**src/hdl/uyvy2rgb_pkg.sv**
```systemverilog
package uyvy2rgb_pkg;

    localparam int MAX_WIDTH = 4096;
    localparam int MAX_STEP  = 64;
    localparam int ROW_LIMIT = 4096;

    localparam int DIM_W   = 13;
    localparam int STEP_W  = 7;
    localparam int COL_W   = 12;
    localparam int ROW_W   = 12;
    localparam int PHASE_W = 6;
    localparam int IDX_W   = 3;
    localparam int DATA_W  = 13;

    // register indexes
    localparam logic [IDX_W-1:0] REG_OUTPUT_MODE     = 3'd0;
    localparam logic [IDX_W-1:0] REG_SOURCE_WIDTH    = 3'd1;
    localparam logic [IDX_W-1:0] REG_SOURCE_HEIGHT   = 3'd2;
    localparam logic [IDX_W-1:0] REG_HORIZONTAL_STEP = 3'd3;
    localparam logic [IDX_W-1:0] REG_VERTICAL_STEP   = 3'd4;

    localparam logic MODE_RGB  = 1'b0;
    localparam logic MODE_GRAY = 1'b1;

    // effective configuration seen by the datapath
    typedef struct packed {
        logic              mode;
        logic [DIM_W-1:0]  width;
        logic [DIM_W-1:0]  height;
        logic [STEP_W-1:0] hstep;
        logic [STEP_W-1:0] vstep;
    } cfg_t;

    // pixels of the current pair that survive decimation
    typedef struct packed {
        logic keep_even;
        logic keep_odd;
    } keep_t;

endpackage

```
**src/hdl/uyvy2rgb_cfg.sv**
```systemverilog
module uyvy2rgb_cfg
    import uyvy2rgb_pkg::*;
(
    input  logic              clk,
    input  logic              rst_n,
    input  logic              cfg_valid,
    output logic              cfg_ready,
    input  logic [IDX_W-1:0]  cfg_index,
    input  logic [DATA_W-1:0] cfg_data,
    output cfg_t              cfg
);

    logic              mode_reg;
    logic [DIM_W-1:0]  width_reg;
    logic [DIM_W-1:0]  height_reg;
    logic [STEP_W-1:0] hstep_reg;
    logic [STEP_W-1:0] vstep_reg;
    logic [DIM_W-1:0]  width_even;

    assign cfg_ready = 1'b1;

    always_ff @(posedge clk or negedge rst_n)
    begin
        if (!rst_n)
        begin
            mode_reg   <= MODE_RGB;
            width_reg  <= DIM_W'(640);
            height_reg <= DIM_W'(480);
            hstep_reg  <= STEP_W'(1);
            vstep_reg  <= STEP_W'(1);
        end
        else if (cfg_valid && cfg_ready)
        begin
            case (cfg_index)
                REG_OUTPUT_MODE:     mode_reg   <= cfg_data[0];
                REG_SOURCE_WIDTH:    width_reg  <= cfg_data[DIM_W-1:0];
                REG_SOURCE_HEIGHT:   height_reg <= cfg_data[DIM_W-1:0];
                REG_HORIZONTAL_STEP: hstep_reg  <= cfg_data[STEP_W-1:0];
                REG_VERTICAL_STEP:   vstep_reg  <= cfg_data[STEP_W-1:0];
                default:             ;
            endcase
        end
    end

    function automatic logic [STEP_W-1:0] eff_step(input logic [STEP_W-1:0] s);
        logic [STEP_W-1:0] r;
        begin
            r = s;
            if (s == '0)
                r = STEP_W'(1);
            else if (s > STEP_W'(MAX_STEP))
                r = STEP_W'(MAX_STEP);
            return r;
        end
    endfunction

    assign width_even = {width_reg[DIM_W-1:1], 1'b0};

    always_comb
    begin
        cfg.mode  = mode_reg;
        cfg.hstep = eff_step(hstep_reg);
        cfg.vstep = eff_step(vstep_reg);

        cfg.width = width_even;
        if (width_even < DIM_W'(2))
            cfg.width = DIM_W'(2);
        else if (width_even > DIM_W'(MAX_WIDTH))
            cfg.width = DIM_W'(MAX_WIDTH);

        cfg.height = height_reg;
        if (height_reg == '0)
            cfg.height = DIM_W'(1);
        else if (height_reg > DIM_W'(ROW_LIMIT))
            cfg.height = DIM_W'(ROW_LIMIT);
    end

endmodule

```
**src/hdl/uyvy2rgb_dec.sv**
```systemverilog
module uyvy2rgb_dec
    import uyvy2rgb_pkg::*;
(
    input  logic  clk,
    input  logic  rst_n,
    input  logic  accept,
    input  cfg_t  cfg,
    output keep_t keep
);

    logic [COL_W-1:0]   col_reg,    col_next;
    logic [ROW_W-1:0]   row_reg,    row_next;
    logic [PHASE_W-1:0] cphase_reg, cphase_next;
    logic [PHASE_W-1:0] rphase_reg, rphase_next;

    logic [PHASE_W-1:0] cphase_mid;
    logic [PHASE_W-1:0] cphase_end;
    logic [DIM_W-1:0]   col_sum;
    logic [DIM_W-1:0]   row_sum;
    logic               row_hit;

    function automatic logic [PHASE_W-1:0] advance(
        input logic [PHASE_W-1:0] p,
        input logic [STEP_W-1:0]  step
    );
        logic [STEP_W-1:0] p1;
        begin
            p1 = STEP_W'(p) + STEP_W'(1);
            return (p1 >= step) ? '0 : p1[PHASE_W-1:0];
        end
    endfunction

    always_comb
    begin
        row_hit        = (rphase_reg == '0);
        keep.keep_even = row_hit && (cphase_reg == '0);
        cphase_mid     = advance(cphase_reg, cfg.hstep);
        keep.keep_odd  = row_hit && (cphase_mid == '0);
        cphase_end     = advance(cphase_mid, cfg.hstep);

        col_sum = DIM_W'(col_reg) + DIM_W'(2);
        row_sum = DIM_W'(row_reg) + DIM_W'(1);

        col_next    = col_sum[COL_W-1:0];
        cphase_next = cphase_end;
        row_next    = row_reg;
        rphase_next = rphase_reg;

        // end of line: restart column, move to next row or wrap the frame
        if (col_sum >= cfg.width)
        begin
            col_next    = '0;
            cphase_next = '0;
            if (row_sum >= cfg.height)
            begin
                row_next    = '0;
                rphase_next = '0;
            end
            else
            begin
                row_next    = row_sum[ROW_W-1:0];
                rphase_next = advance(rphase_reg, cfg.vstep);
            end
        end
    end

    always_ff @(posedge clk or negedge rst_n)
    begin
        if (!rst_n)
        begin
            col_reg    <= '0;
            row_reg    <= '0;
            cphase_reg <= '0;
            rphase_reg <= '0;
        end
        else if (accept)
        begin
            col_reg    <= col_next;
            row_reg    <= row_next;
            cphase_reg <= cphase_next;
            rphase_reg <= rphase_next;
        end
    end

    a_col_even: assert property (@(posedge clk) disable iff (!rst_n)
        col_reg[0] == 1'b0)
        else $error("pixel column lost even alignment");

    a_row_in_frame: assert property (@(posedge clk) disable iff (!rst_n)
        accept |=> (DIM_W'(row_reg) < DIM_W'(ROW_LIMIT)))
        else $error("row counter beyond frame limit");

    a_line_wrap: assert property (@(posedge clk) disable iff (!rst_n)
        (accept && (col_sum >= cfg.width)) |=> (col_reg == '0 && cphase_reg == '0))
        else $error("column state not cleared at end of line");

endmodule

```
**src/hdl/uyvy2rgb_csc.sv**
```systemverilog
module uyvy2rgb_csc
    import uyvy2rgb_pkg::*;
(
    input  logic       mode,
    input  logic [7:0] y,
    input  logic [7:0] u,
    input  logic [7:0] v,
    output logic [7:0] red,
    output logic [7:0] green,
    output logic [7:0] blue
);

    logic signed [8:0]  us;
    logic signed [8:0]  vs;
    logic signed [25:0] r_acc;
    logic signed [25:0] g_acc;
    logic signed [25:0] b_acc;
    logic signed [11:0] ys;

    function automatic logic [7:0] clamp8(input logic signed [11:0] x);
        logic [7:0] r;
        begin
            if (x < 12'sd0)
                r = 8'd0;
            else if (x > 12'sd255)
                r = 8'd255;
            else
                r = x[7:0];
            return r;
        end
    endfunction

    always_comb
    begin
        us    = $signed({1'b0, u}) - 9'sd128;
        vs    = $signed({1'b0, v}) - 9'sd128;
        ys    = $signed({4'b0000, y});
        r_acc = 26'(vs) * 26'sd18678 + 26'sd8192;
        g_acc = 26'(vs) * -26'sd9519 - 26'(us) * 26'sd6472 + 26'sd8192;
        b_acc = 26'(us) * 26'sd33292 + 26'sd8192;

        // upper bits of each sum are the floor shift by 14
        if (mode == MODE_GRAY)
        begin
            red   = 8'd0;
            green = 8'd0;
            blue  = 8'd0;
        end
        else
        begin
            red   = clamp8(ys + r_acc[25:14]);
            green = clamp8(ys + g_acc[25:14]);
            blue  = clamp8(ys + b_acc[25:14]);
        end
    end

endmodule

```
**src/hdl/uyvy_to_rgb_decimating_converter.sv**
```systemverilog
// path: an accepted pair waits in the pair stage; its kept pixels are converted from
//   there into the result register, even pixel first, one result per cycle at most
// throughput: one pair per cycle if it keeps at most one pixel and the output is not
//   stalled; with both pixels kept the next pair waits until the even one moves out
// reset: rst_n clears the counters, the pending pixel flags and the output valid,
//   and returns the registers to rgb mode, 640 by 480, steps of one
module uyvy_to_rgb_decimating_converter
    import uyvy2rgb_pkg::*;
(
    input  logic              clk,
    input  logic              rst_n,

    // configuration write channel
    input  logic              cfg_valid,
    output logic              cfg_ready,
    input  logic [IDX_W-1:0]  cfg_index,
    input  logic [DATA_W-1:0] cfg_data,

    // input pair request
    input  logic              in_valid,
    output logic              in_stall,
    input  logic [7:0]        u_sample,
    input  logic [7:0]        first_luma,
    input  logic [7:0]        v_sample,
    input  logic [7:0]        second_luma,

    // result request
    output logic              out_valid,
    input  logic              out_stall,
    output logic [7:0]        red,
    output logic [7:0]        green,
    output logic [7:0]        blue,
    output logic [7:0]        luma,
    output logic              last_of_item
);

    cfg_t  cfg;
    keep_t keep;

    logic in_accept;

    // pair stage: the accepted pair and which of its pixels still wait to go out
    logic       pend_even_reg, pend_even_next;
    logic       pend_odd_reg,  pend_odd_next;
    logic [7:0] u_reg, v_reg, y0_reg, y1_reg;

    // result register
    logic       out_valid_reg, out_valid_next;
    logic [7:0] red_reg, green_reg, blue_reg, luma_reg;
    logic       last_reg;

    logic       out_free;
    logic       emit;
    logic       emit_even;
    logic       emit_last;
    logic [7:0] sel_y;
    logic [7:0] csc_red, csc_green, csc_blue;

    uyvy2rgb_cfg u_cfg
    (
        .clk       (clk),
        .rst_n     (rst_n),
        .cfg_valid (cfg_valid),
        .cfg_ready (cfg_ready),
        .cfg_index (cfg_index),
        .cfg_data  (cfg_data),
        .cfg       (cfg)
    );

    // column/row counters decide at acceptance which pixels are kept
    uyvy2rgb_dec u_dec
    (
        .clk    (clk),
        .rst_n  (rst_n),
        .accept (in_accept),
        .cfg    (cfg),
        .keep   (keep)
    );

    // result register takes a new pixel when empty or being drained
    assign out_free = !out_valid_reg || !out_stall;

    // even pixel always leaves first
    assign emit      = out_free && (pend_even_reg || pend_odd_reg);
    assign emit_even = pend_even_reg;
    assign emit_last = emit_even ? !pend_odd_reg : 1'b1;
    assign sel_y     = emit_even ? y0_reg : y1_reg;

    // the pair stage frees up in the cycle its final pixel moves out
    assign in_stall  = (pend_even_reg && pend_odd_reg) ||
                       ((pend_even_reg || pend_odd_reg) && !out_free);
    assign in_accept = in_valid && !in_stall;

    uyvy2rgb_csc u_csc
    (
        .mode  (cfg.mode),
        .y     (sel_y),
        .u     (u_reg),
        .v     (v_reg),
        .red   (csc_red),
        .green (csc_green),
        .blue  (csc_blue)
    );

    always_comb
    begin
        pend_even_next = pend_even_reg;
        pend_odd_next  = pend_odd_reg;
        if (emit)
        begin
            if (emit_even)
                pend_even_next = 1'b0;
            else
                pend_odd_next = 1'b0;
        end
        if (in_accept)
        begin
            pend_even_next = keep.keep_even;
            pend_odd_next  = keep.keep_odd;
        end

        out_valid_next = out_valid_reg;
        if (emit)
            out_valid_next = 1'b1;
        else if (out_free)
            out_valid_next = 1'b0;
    end

    always_ff @(posedge clk or negedge rst_n)
    begin
        if (!rst_n)
        begin
            pend_even_reg <= 1'b0;
            pend_odd_reg  <= 1'b0;
            out_valid_reg <= 1'b0;
        end
        else
        begin
            pend_even_reg <= pend_even_next;
            pend_odd_reg  <= pend_odd_next;
            out_valid_reg <= out_valid_next;
        end
    end

    // payload registers, no reset needed
    always_ff @(posedge clk)
    begin
        if (in_accept)
        begin
            u_reg  <= u_sample;
            v_reg  <= v_sample;
            y0_reg <= first_luma;
            y1_reg <= second_luma;
        end
        if (emit)
        begin
            red_reg   <= csc_red;
            green_reg <= csc_green;
            blue_reg  <= csc_blue;
            luma_reg  <= sel_y;
            last_reg  <= emit_last;
        end
    end

    assign out_valid    = out_valid_reg;
    assign red          = red_reg;
    assign green        = green_reg;
    assign blue         = blue_reg;
    assign luma         = luma_reg;
    assign last_of_item = last_reg;

    a_two_pending_stalls: assert property (@(posedge clk) disable iff (!rst_n)
        (pend_even_reg && pend_odd_reg) |-> in_stall)
        else $error("new pair taken while two pixels still pending");

    a_held_result: assert property (@(posedge clk) disable iff (!rst_n)
        (out_valid_reg && out_stall) |=> out_valid_reg)
        else $error("stalled result dropped");

    a_gray_zero: assert property (@(posedge clk) disable iff (!rst_n)
        (emit && cfg.mode == MODE_GRAY) |=> (red == 8'd0 && green == 8'd0 && blue == 8'd0))
        else $error("colour channels not zero in gray mode");

    a_even_not_last: assert property (@(posedge clk) disable iff (!rst_n)
        (emit && pend_even_reg && pend_odd_reg) |=> !last_of_item)
        else $error("even pixel flagged last while odd pixel follows");

endmodule
```
**config.mk**
```make
export PLATFORM = sky130hd
export DESIGN_NAME = uyvy_to_rgb_decimating_converter
export DESIGN_NICKNAME = d
export VERILOG_FILES = /design/src/hdl/uyvy2rgb_pkg.sv /design/src/hdl/uyvy2rgb_cfg.sv /design/src/hdl/uyvy2rgb_dec.sv /design/src/hdl/uyvy2rgb_csc.sv /design/src/hdl/uyvy_to_rgb_decimating_converter.sv
export SDC_FILE = /design/constraint.sdc
export NUM_CORES = 1
export LEC_CHECK = 0
export BUFFER_PORTS_ARGS = -buffer_cell sky130_fd_sc_hd__buf_4
export CAP_MARGIN = 20
export CELL_PAD_IN_SITES_DETAIL_PLACEMENT = 1
export CELL_PAD_IN_SITES_GLOBAL_PLACEMENT = 2
export CORE_MARGIN = 2
export CORE_UTILIZATION = 39
export CTS_BUF_LIST = sky130_fd_sc_hd__clkbuf_8
export CTS_CLUSTER_SIZE = 14
export DETAILED_ROUTE_END_ITERATION = 10
export PLACE_DENSITY = 0.9
export SLEW_MARGIN = 10
export SYNTH_ARGS = -nofsm -noshare
export SYNTH_HDL_FRONTEND = slang
export SYNTH_HIERARCHICAL = 1
export SYNTH_SLANG_ARGS = --single-unit
```
**constraint.sdc**
```tcl
create_clock -name clk -period 9.1 [get_ports clk]
set_input_delay 0 -clock clk [delete_from_list [all_inputs] [get_ports clk]]
set_output_delay 0 -clock clk [all_outputs]
set_load 0.05 [all_outputs]
```
==> impl_metrics.ini <==
[clock_network]
cts_root_buf = clkbuf_8
cts_buffers = 17
htreeDepth = 4
clk_pin_slew_ns = 0.10
cts_buffer_depth = 2
clk_latency_ns = 0.50
clock_sinks = 143
cts_tree = yes

[logic_synthesis]
synth_edf_count = 65
synth_seq_area_share_pct = 22.02
synth-seq-cells = 143
synth_warnings = 6
synth_area_leaders = ha_1 24%, fa_1 13%, edfxtp_1 11%
synth_fp_nets = 2270
ys.flop_type = dfrtp_1
yosysTopAreaCellShare_pct = 23.51
syn_area_um2 = 17780
async_reset_ff_share_pct = 54.55
syn_avg_cell_area_um2 = 10.04
synthCells = 1770
synthDistinctLibCells = 106
yosysTopAreaCell = ha_1

[route]
ant_nets = 0
drtPass1Iterations = 4
drc_errors = 0
dr.first_iter.drc_count = 491
routedWlPerCell_um = 18.77
vias_per_cell = 5.254
drt_wl_total_um = 48410
num_vias = 13550

[timing]
fin_skew_ns = 0.02330
final_max_slew_viol_count = 0
finalCritPeriodShare_pct = 101.4
slew_headroom_pct = 49.03
layout_setup_ws_ns = -0.1231
setup_viol = 8
hold_viol = 0
fmax_ghz = 0.1084
tightest_slew_ns = 0.7645
rsz0062_at_grt = true
fin_crit_ns = 9.223

[cells_and_area]
antennaDiodeCount = 0
syn_to_final_growth_pct = 17.22
fin_nets = 2466
largest_register_ffs = 13
layout_common_cells = 317 x ha_1, 304 x inv_1, 148 x buf_4
drive_gt1_share_pct = 18.54
num-fill-cells = 5028
layout_commonest_cell = ha_1

[setup_path]
critPathMaxFanout = 8
r2r_end = green[3]
end_kind = flip-flop
reg2reg_slack_ns = -0.12
cpMaxStageDelayCell = fa_1
cp-startpoint = u_reg[6]
r2r_cells = 41
cp-start-kind = flip-flop
crit_family = adder cells
crit_top_cell = fa_1
crit_buf_inv = 10
cp.arrival_ns = 9.43
timing.rr.start = u_reg[6]
worstSetupPathType = reg2reg
max_stage_delay_ns = 0.57
cp_data_required_time_ns = 9.31

[global_route]
met2_usage_pct = 37.94
grt_pass1_vias = 14920
grt_overflow = 0
grt_pass1_wl_um = 76900
grt_max_degree = 79
grt_use_total_pct = 20.51
top_usage_layer = met2
grtUsageMet1_pct = 24.54
antenna_found_initial = 0
use_met3_pct = 3.054

[die]
die_y_um = 217.5
rows = 78
ios = 89
initial_core_util_pct = 39.34
fp.dieArea_um2 = 47310
fp.dieW_um = 217.5
core-area_um2 = 45190

[hold_path]
min_delay_worst_endpoint = y1_reg[6]
hold_class = in2reg
holdPathStages = 2
min_from = second_luma[6]

[outcome]
failed_checks = negative setup slack
status = finished with violations

[placed_design]
dp_hpwl_um = 37660
pre_cts_slack_ns = -0.2663
portBuffers = 87
gp_congestion = 0.8509

[job]
cap_viol_max_count = 0
layer usage:
| metal | part of all wire [%] | vias to the layer above | wire (µm) |
|---|---|---|---|
| li1 | - | 6491 | - |
| met1 | 42 | 6804 | 20300 |
| met2 | 53 | 188 | 25870 |
| met3 | 2.4 | 66 | 1146 |
| met4 | 2.3 | 0 | 1101 |
| met5 | 0 | - | 0 |
worst register-to-register path, delay by kind of cell, from the launching register on:
kind            cells  cell delay (ns)
compound gates     14             2.19
xor+xnor            2             0.32
fa+ha+maj          11             4.36
buf+inv            10             1.11
flops               1             0.42
mux                 1             0.13
simple gates        3             0.40
Yosys cell counts (all sizes together) (12+ instances only):
library cell and number:
o21ai 46, a21oi 85, nand3 42, nor3 24
mux2i 14, xnor2 74, clkbuf 12, nand4 13
xor2 42, nor2b 49, inv 311, buf 19
dfrtp 70, a211oi 16, edfxtp 65, nand2 62
mux2 54, fa 113, a21o 25, ha 334
and3 19, nor2 75, a31oi 18, a22o 20
area by class of cell:
type,count,area [µm²],area share [%]
flip-flops and latches,143,3914,18.78
inverters,311,1170,5.614
multi-input cells,1285,12900,61.89
clock inverters,15,128.9,0.6185
clock buffers,17,234.0,1.123
repair buffers,208,1744,8.370
well taps,600,750.7,3.603
logic make-up (layout without fill, tap and decap cells):
| group | after synthesis | count (layout) | share of synthesized area (%) |
|---|---|---|---|
| compound gates | 299 | 299 | 12.32 |
| mux | 68 | 68 | 4.941 |
| fa+ha+maj | 448 | 448 | 36.29 |
| buf+inv | 342 | 551 | 7.644 |
| flops | 143 | 143 | 22.02 |
| simple gates | 352 | 352 | 10.94 |
| xor+xnor | 116 | 116 | 5.800 |
| other cells | 2 | 2 | 0.04225 |
worst max-delay path by stage:
| stage | end | cells past startpoint |
|---|---|---|
| after CTS | green[1] | 41 |
| final | green[3] | 41 |
| after global placement | green[0] | 33 |
| after floorplan | green[0] | 39 |
| after detailed placement | green[3] | 33 |
| after global routing | green[3] | 41 |
through the flow:
step / TNS [ns] / area (µm²) / hold WS [ns] / cells / utilization, %
final: -0.9050 / 20840 / 0.2244 / 2579 / 46.12
after global placement: -0.008785 / 19340 / 0.1791 / 2461 / 42.81
after detailed placement: -2.040 / 19340 / 0.1795 / 2461 / 42.81
after CTS: 0 / 20410 / 0.1905 / 2554 / 45.18
after floorplan: 0 / 17850 / -0.2956 / 1770 / -
after global routing: -3.806 / 20840 / 0.2026 / 2579 / 46.12
repair_timing:
action,in CTS,in global routing
buffers inserted,8,23
pin swaps,20,61
hold buffers,53,1
gates resized for setup,24,44
cloned,0,0
setup endpoints to repair,8,15
hold endpoints to repair,145,13
Power is left out: the tool's default activity adds up to more than one toggle a clock period on the data nets, which glitch-free logic cannot reach.
